$ cat config.mk
export PLATFORM = sky130hd
export DESIGN_NAME = two_button_press_classifier_core
export DESIGN_NICKNAME = d
export VERILOG_FILES = /design/src/sv/tbpc_pkg.sv /design/src/sv/tbpc_classifier.sv /design/src/sv/tbpc_event_queue.sv /design/src/sv/two_button_press_classifier_core.sv
export SDC_FILE = /design/constraint.sdc
export NUM_CORES = 1
export LEC_CHECK = 0
export ABC_AREA = 1
export BUFFER_PORTS_ARGS = -buffer_cell sky130_fd_sc_hd__buf_2
export CELL_PAD_IN_SITES_DETAIL_PLACEMENT = 0
export CELL_PAD_IN_SITES_GLOBAL_PLACEMENT = 1
export CORE_UTILIZATION = 45
export CTS_CLUSTER_SIZE = 8
export DETAILED_ROUTE_END_ITERATION = 8
export PLACE_DENSITY_LB_ADDON = 0.1
export SKIP_CTS_REPAIR_TIMING = 1
export SYNTH_ARGS = -nofsm -noshare
export SYNTH_HDL_FRONTEND = slang
export SYNTH_HIERARCHICAL = 1
export SYNTH_SLANG_ARGS = --single-unit
$ cat constraint.sdc
create_clock -name clock -period 17.1 [get_ports clock]
set_input_delay 1.71 -clock clock [delete_from_list [all_inputs] [get_ports clock]]
set_output_delay 1.71 -clock clock [all_outputs]
set_load 0.1 [all_outputs]
$ cat src/sv/tbpc_pkg.sv
// ----------------------------------------------------------------------------
// tbpc_pkg
// Shared types and constants of the two-button press classifier.
// ----------------------------------------------------------------------------
package tbpc_pkg;

   localparam int TIME_BITS_DEFAULT = 32;
   localparam int THRESH_BITS = 16;
   localparam int INPUT_TIME_BITS = 32;
   localparam int MAX_EVENTS = 3;
   localparam int COUNT_BITS = 2;
   localparam logic [THRESH_BITS-1:0] LONG_PRESS_RESET = 16'd2000;

   typedef enum logic [2:0] {
      EV_NONE        = 3'd0,
      EV_ANY         = 3'd1,
      EV_LEFT_SHORT  = 3'd2,
      EV_RIGHT_SHORT = 3'd3,
      EV_LEFT_LONG   = 3'd4,
      EV_RIGHT_LONG  = 3'd5,
      EV_BOTH_LONG   = 3'd6
   } event_code_type;

   typedef struct packed {
      event_code_type [MAX_EVENTS-1:0] codes;
      logic [COUNT_BITS-1:0]           count;
      logic                            left_stable;
      logic                            right_stable;
   } poll_result_type;

endpackage

$ cat src/sv/tbpc_classifier.sv
// ----------------------------------------------------------------------------
// tbpc_classifier
// Button state registers and the single-pass next-state and event logic.
// ----------------------------------------------------------------------------
module tbpc_classifier #(
   parameter int TIME_BITS = tbpc_pkg::TIME_BITS_DEFAULT
) (
   input  logic                                     clock,
   input  logic                                     reset,
   input  logic                                     step,
   input  logic                                     left_down,
   input  logic                                     right_down,
   input  logic [tbpc_pkg::INPUT_TIME_BITS-1:0]     time_ms,
   input  logic [tbpc_pkg::THRESH_BITS-1:0]         long_press_ms,
   output tbpc_pkg::poll_result_type                result
);

   logic [1:0]           prev_ff, prev_in;
   logic [1:0]           stable_ff, stable_in;
   logic [1:0]           sup_ff, sup_in;
   logic [1:0]           long_done_ff, long_done_in;
   logic [TIME_BITS-1:0] start_ff [2];
   logic [TIME_BITS-1:0] start_in [2];
   logic                 combo_ff, combo_in;
   logic [TIME_BITS-1:0] combo_start_ff, combo_start_in;
   logic                 combo_done_ff, combo_done_in;
   logic                 any_ff, any_in;

   logic [TIME_BITS-1:0] now;
   logic [TIME_BITS-1:0] thresh;
   logic [TIME_BITS-1:0] combo_elapsed;
   logic [TIME_BITS-1:0] elapsed [2];
   logic [1:0]           sample;
   logic [tbpc_pkg::COUNT_BITS-1:0] n;

   assign now    = TIME_BITS'(time_ms);
   assign thresh = TIME_BITS'(long_press_ms);
   assign sample = {right_down, left_down};

   always_comb begin
      prev_in        = prev_ff;
      stable_in      = stable_ff;
      sup_in         = sup_ff;
      long_done_in   = long_done_ff;
      start_in       = start_ff;
      combo_in       = combo_ff;
      combo_start_in = combo_start_ff;
      combo_done_in  = combo_done_ff;
      any_in         = any_ff;
      combo_elapsed  = now - combo_start_ff;
      elapsed[0]     = '0;
      elapsed[1]     = '0;
      n              = '0;
      result.codes   = {tbpc_pkg::MAX_EVENTS{tbpc_pkg::EV_NONE}};

      if ((left_down || right_down) && !any_ff) begin
         result.codes[n] = tbpc_pkg::EV_ANY;
         n = n + 2'd1;
         any_in = 1'b1;
      end
      if (!left_down && !right_down) begin
         any_in = 1'b0;
      end

      if (left_down && right_down) begin
         stable_in = 2'b11;
         prev_in   = 2'b11;
         if (!combo_ff) begin
            combo_in       = 1'b1;
            combo_start_in = now;
            combo_done_in  = 1'b0;
            sup_in         = 2'b11;
         end else if (!combo_done_ff && combo_elapsed >= thresh) begin
            combo_done_in   = 1'b1;
            long_done_in    = 2'b11;
            result.codes[n] = tbpc_pkg::EV_BOTH_LONG;
            n = n + 2'd1;
         end
      end else begin
         combo_in      = 1'b0;
         combo_done_in = 1'b0;
         for (int b = 0; b < 2; b++) begin
            if (sample[b] != prev_ff[b]) begin
               prev_in[b] = sample[b];
            end else begin
               if (sample[b] != stable_ff[b]) begin
                  stable_in[b] = sample[b];
                  if (sample[b]) begin
                     start_in[b]     = now;
                     long_done_in[b] = 1'b0;
                     sup_in[b]       = 1'b0;
                  end else if (!long_done_ff[b] && !sup_ff[b]) begin
                     result.codes[n] = (b == 0) ? tbpc_pkg::EV_LEFT_SHORT
                                                : tbpc_pkg::EV_RIGHT_SHORT;
                     n = n + 2'd1;
                  end
               end
               elapsed[b] = now - start_in[b];
               if (sample[b] && !long_done_in[b] && elapsed[b] >= thresh) begin
                  long_done_in[b] = 1'b1;
                  result.codes[n] = (b == 0) ? tbpc_pkg::EV_LEFT_LONG
                                             : tbpc_pkg::EV_RIGHT_LONG;
                  n = n + 2'd1;
               end
            end
         end
      end

      if (n == '0) begin
         n = 2'd1;
      end
      result.count        = n;
      result.left_stable  = stable_in[0];
      result.right_stable = stable_in[1];
   end

   always_ff @(posedge clock) begin
      if (reset) begin
         prev_ff        <= '0;
         stable_ff      <= '0;
         sup_ff         <= '0;
         long_done_ff   <= '0;
         start_ff[0]    <= '0;
         start_ff[1]    <= '0;
         combo_ff       <= 1'b0;
         combo_start_ff <= '0;
         combo_done_ff  <= 1'b0;
         any_ff         <= 1'b0;
      end else if (step) begin
         prev_ff        <= prev_in;
         stable_ff      <= stable_in;
         sup_ff         <= sup_in;
         long_done_ff   <= long_done_in;
         start_ff[0]    <= start_in[0];
         start_ff[1]    <= start_in[1];
         combo_ff       <= combo_in;
         combo_start_ff <= combo_start_in;
         combo_done_ff  <= combo_done_in;
         any_ff         <= any_in;
      end
   end

   // The combo flags only live while both buttons are held.
   assert property (@(posedge clock) disable iff (reset)
      combo_done_ff |-> combo_ff)
      else $error("combo long flag set without an active combo");

   assert property (@(posedge clock) disable iff (reset)
      combo_ff |-> (stable_ff == 2'b11 && prev_ff == 2'b11))
      else $error("active combo without both buttons stable-pressed");

endmodule

$ cat src/sv/tbpc_event_queue.sv
// ----------------------------------------------------------------------------
// tbpc_event_queue
// Result register holding the events of one poll and sending one per transfer.
// ----------------------------------------------------------------------------
module tbpc_event_queue (
   input  logic                         clock,
   input  logic                         reset,
   input  logic                         load,
   input  tbpc_pkg::poll_result_type    result,
   output logic                         load_ready,
   output logic                         out_valid,
   input  logic                         out_ready,
   output tbpc_pkg::event_code_type     out_code,
   output logic                         out_left,
   output logic                         out_right,
   output logic                         out_last
);

   tbpc_pkg::poll_result_type       res_ff;
   logic [tbpc_pkg::COUNT_BITS-1:0] count_ff, count_in;
   logic                            pop;

   assign out_valid  = (count_ff != '0);
   assign pop        = out_valid && out_ready;
   assign load_ready = (count_ff == '0) || (count_ff == 2'd1 && out_ready);
   assign out_code   = res_ff.codes[0];
   assign out_left   = res_ff.left_stable;
   assign out_right  = res_ff.right_stable;
   assign out_last   = (count_ff == 2'd1);

   always_comb begin
      count_in = count_ff;
      if (load) begin
         count_in = result.count;
      end else if (pop) begin
         count_in = count_ff - 2'd1;
      end
   end

   always_ff @(posedge clock) begin
      if (reset) begin
         count_ff <= '0;
      end else begin
         count_ff <= count_in;
      end
   end

   always_ff @(posedge clock) begin
      if (load) begin
         res_ff <= result;
      end else if (pop) begin
         res_ff.codes[0] <= res_ff.codes[1];
         res_ff.codes[1] <= res_ff.codes[2];
      end
   end

   assert property (@(posedge clock) disable iff (reset)
      load |-> (count_ff == '0 || (count_ff == 2'd1 && pop)))
      else $error("poll loaded over undelivered results");

   assert property (@(posedge clock) disable iff (reset)
      load |=> (count_ff != '0))
      else $error("loaded poll produced no result");

   assert property (@(posedge clock) disable iff (reset)
      (pop && !load && count_ff > 2'd1) |=> (count_ff == $past(count_ff) - 2'd1))
      else $error("result count did not step down after a transfer");

   assert property (@(posedge clock) disable iff (reset)
      (out_valid && !out_ready && !load) |=> (out_valid && $stable(out_code)))
      else $error("stalled result changed");

endmodule

$ cat src/sv/two_button_press_classifier_core.sv
// ----------------------------------------------------------------------------
// two_button_press_classifier_core
// Debounced two-button classifier with short, long, combo and any-press events.
// ----------------------------------------------------------------------------
// Each input transfer is one poll of both buttons with a millisecond time stamp.
// The poll is classified in the cycle it is accepted and yields one to three
// result transfers, one per cycle while rsp_tready is high, the last one flagged
// by rsp_tlast. A poll holds the result register until its last result has
// left; the next poll is accepted in the same cycle as that last result leaves.
// The long-press threshold is written through the csr channel, which is always ready;
// the user must write it only while no poll is in flight; the block does not enforce this.
module two_button_press_classifier_core #(
   parameter int TIME_BITS = tbpc_pkg::TIME_BITS_DEFAULT
) (
   input  logic        clock,
   input  logic        reset,
   input  logic        req_tvalid,
   output logic        req_tready,
   input  logic [39:0] req_tdata,   // left_down, right_down, time_ms[31:0], zero fill
   output logic        rsp_tvalid,
   input  logic        rsp_tready,
   output logic [7:0]  rsp_tdata,   // event_code[2:0], left_stable, right_stable, zero fill
   output logic        rsp_tlast,
   input  logic        csr_valid,
   output logic        csr_ready,
   input  logic [15:0] csr_data
);

   logic [tbpc_pkg::THRESH_BITS-1:0] long_press_ff;
   logic                             req_fire;
   tbpc_pkg::poll_result_type        result;
   tbpc_pkg::event_code_type         out_code;
   logic                             out_left;
   logic                             out_right;

   assign csr_ready = 1'b1;
   assign req_fire  = req_tvalid && req_tready;

   always_ff @(posedge clock) begin
      if (reset) begin
         long_press_ff <= tbpc_pkg::LONG_PRESS_RESET;
      end else if (csr_valid && csr_ready) begin
         long_press_ff <= csr_data;
      end
   end

   tbpc_classifier #(
      .TIME_BITS(TIME_BITS)
   ) u_classifier (
      .clock        (clock),
      .reset        (reset),
      .step         (req_fire),
      .left_down    (req_tdata[0]),
      .right_down   (req_tdata[1]),
      .time_ms      (req_tdata[33:2]),
      .long_press_ms(long_press_ff),
      .result       (result)
   );

   tbpc_event_queue u_queue (
      .clock     (clock),
      .reset     (reset),
      .load      (req_fire),
      .result    (result),
      .load_ready(req_tready),
      .out_valid (rsp_tvalid),
      .out_ready (rsp_tready),
      .out_code  (out_code),
      .out_left  (out_left),
      .out_right (out_right),
      .out_last  (rsp_tlast)
   );

   assign rsp_tdata = {3'b000, out_right, out_left, out_code};

endmodule

==> flow_summary.ini <==
[finish]
utilization_pct = 50.2
fin_cells = 2654
seqCellArea_um2 = 2830
final_nets = 2473
areaGrowthSynthToFinish_pct = 8.75
multi_input_area_um2 = 9520
final_cell_mix = nand2_1, inv_1, nor2_1
mostFrequentLayoutCell = nand2_1
drive_above_1_share_pct = 7.38
nFillCells = 3220

[sta]
tns_ns = 0
fin_ws_ns = 9.44
finClkSkew_ns = 0.00575
fmax_mhz = 131
slew_violations = 0
max_slew_margin_pct = 40.3
finalCritPeriodShare_pct = 44.8
final-hold-violation-count = 0
worstMarginPinSlew_ns = 0.896
final.min_clock_period_ns = 7.66
setup_viol = 0
rsz0062_at_grt = false

[setup_path]
crit_path_end_kind = flop
crit_slowest_cell = buf_4
worst_path_most_repeated_cell = nand2_1
worstPathMaxFanout = 33
slowest_delay_ns = 0.54
path_class = input port to flop
crit_arrival_ns = 7.99
reg2reg_depth = 40
start_kind = input port
cp_data_required_time_ns = 17.44

[power_and_ir_drop]
finalPower_mw = 1.66
ir_drop_uv = 76.5
leakage_nw = 7.58
power_density_nw_per_um2 = 110

[min_path]
hold_depth = 2
hp-class = flop to flop

[detailed_routing]
routedWlPerCell_um = 15.6
drt-pass1-iter-count = 5
drt_iter0_drc = 704
vias = 13700
drc_errors = 0
vias_per_cell = 5.17
postRouteAntennaNets = 0
wl_um = 41300

[outcome]
status = complete, no violations

[synth]
synthCells = 2211
synth_cell_types = 52
syn_avg_cell_area_um2 = 6.25
netlist_area_um2 = 13800
synth_edf_count = 11
async_flop_share_pct = 0
ys_warn_count = 6
ys_ff_latch = 136
yosys_most_used_dff = dfxtp_1
yosysSeqAreaShare_pct = 20.5

[global_routing]
grt_overflow = 0
grtUsageTotal_pct = 27.2
grt_max_degree = 71
grt_pass1_vias = 12900
grt_pass1_wl_um = 65700
antenna_found_initial = 1

[die]
dieHeight_um = 177
dieArea_um2 = 31400
core_um2 = 30000
rows = 63
ioPinCount = 73
initial_core_util_pct = 46.2
die_x_um = 177

[cts]
clockBufferDepth = 2
htree_levels = 4
cts_root_buf = clkbuf_16
clk_latency_ns = 0.44
numCtsBuffers = 17
path_clk_slew_ns = 0.06
cts_sinks = 136
tritoncts = done

[placed_design]
dp_hpwl_um = 33300
dp_slack_ns = 9.04
io_buffers = 62
placed_cells = 2622
gp_congestion = 0.950

[flow_run]
drv_cap = 0
-- metrics by stage --
| step | hold WS, ns | instance area, µm² |
|---|---|---|
| global placement | 0.436 | 14400 |
| detailed placement | 0.443 | 14400 |
| floorplan | 0.425 | 13800 |
| CTS | 0.453 | 15000 |
| global route | 0.471 | 15000 |
| finish | 0.447 | 15000 |
-- synthesized netlist by cell type (6+ instances only) --
master,n,area [µm²]
a21oi_1,216,1080
clkbuf_1,31,116
mux2i_1,58,581
buf_1,6,22.5
xor2_1,44,385
o21ai_0,88,440
nor2_1,299,1120
o21bai_1,11,82.6
nand3b_1,10,75.1
a211oi_1,11,82.6
nand3_2,6,60.1
inv_1,311,1170
dfxtp_1,125,2500
nand4_1,17,106
a21o_1,6,45.0
buf_4,10,75.1
ha_1,158,1980
nand2_2,23,144
xnor2_1,15,131
a31oi_1,6,37.5
o21ai_1,6,30.0
inv_2,11,41.3
nand3_1,94,470
edfxtp_1,11,330
nor3_1,28,140
nand2_1,554,2080
-- kinds of logic (layout without fill, tap and decap cells) --
kind of cell | count (synthesis) | count (layout) | share of synthesized area, %
and+or+nand+nor | 1055 | 1055 | 31.8
buffers and inverters | 375 | 425 | 10.7
AOI/OAI and AO/OA | 365 | 365 | 14.3
adders and majority gates | 161 | 161 | 14.7
DFF | 136 | 136 | 20.5
xor gates and xnor gates | 59 | 59 | 3.74
muxes | 58 | 58 | 4.20
other | 2 | 5 | 0.0543
-- worst max-delay path, delay by kind of cell --
family / cells / cell delay, ns
compound gates: 3 / 0.68
xor+xnor: 1 / 0.18
fa+ha+maj: 4 / 1.19
buf+inv: 8 / 1.39
simple gates: 26 / 2.83
-- layout make-up --
cell class                      count  share of cell area, %
Inverter                          323                   8.06
Multi-Input combinational cell   1702                   63.3
Clock buffer                       25                   3.57
Tap cell                          390                   3.25
Clock inverter                      6                  0.399
Timing Repair Buffer               71                   2.51
Antenna cell                        1                 0.0166
Sequential cell                   136                   18.8
-- flip-flops by register name (all words and copies together) (netlist names) --
register / flops
long_press_ff: 16
u_queue/out_code: 3
u_classifier/prev_ff: 2
u_classifier/stable_ff: 2
u_classifier/start_ff: 64
u_classifier/sup_ff: 2
u_queue/res_ff: 6
u_classifier/any_ff: 1
u_queue/out_left: 1
u_queue/out_right: 1
u_classifier/combo_ff: 1
u_classifier/combo_start_ff: 32
u_classifier/combo_done_ff: 1
u_queue/count_ff: 2
u_classifier/long_done_ff: 2
-- power breakdown --
part           internal, mW  switching [mW]  leakage, nW
Clock                 0.230           0.145        0.292
Combinational         0.290           0.604         6.16
Sequential            0.368          0.0173         1.13
-- path summary, 6_finish.rpt --
path | from | to | slack [ns]
worst max-delay path | req_tdata[0] | u_queue/count_ff[0] | 9.44
worst min-delay path | u_classifier/start_ff[0] | u_classifier/start_ff[0] | 0.45
worst max register to register | u_classifier/stable_ff[0] | u_queue/count_ff[0] | 10.59
worst min register to register | u_classifier/start_ff[0] | u_classifier/start_ff[0] | 0.45
-- per-layer routing --
| layer | routed length [µm] | vias up | share of wire, % | global-route usage, % |
|---|---|---|---|---|
| li1 | - | 7196 | - | - |
| met1 | 19500 | 6215 | 47 | 35.0 |
| met2 | 19400 | 255 | 47 | 47.0 |
| met3 | 1530 | 51 | 3.7 | 3.41 |
| met4 | 933 | 0 | 2.3 | 8.44 |
| met5 | 0 | - | 0 | 0 |
No activity file was read; power rests on OpenSTA's default activity.
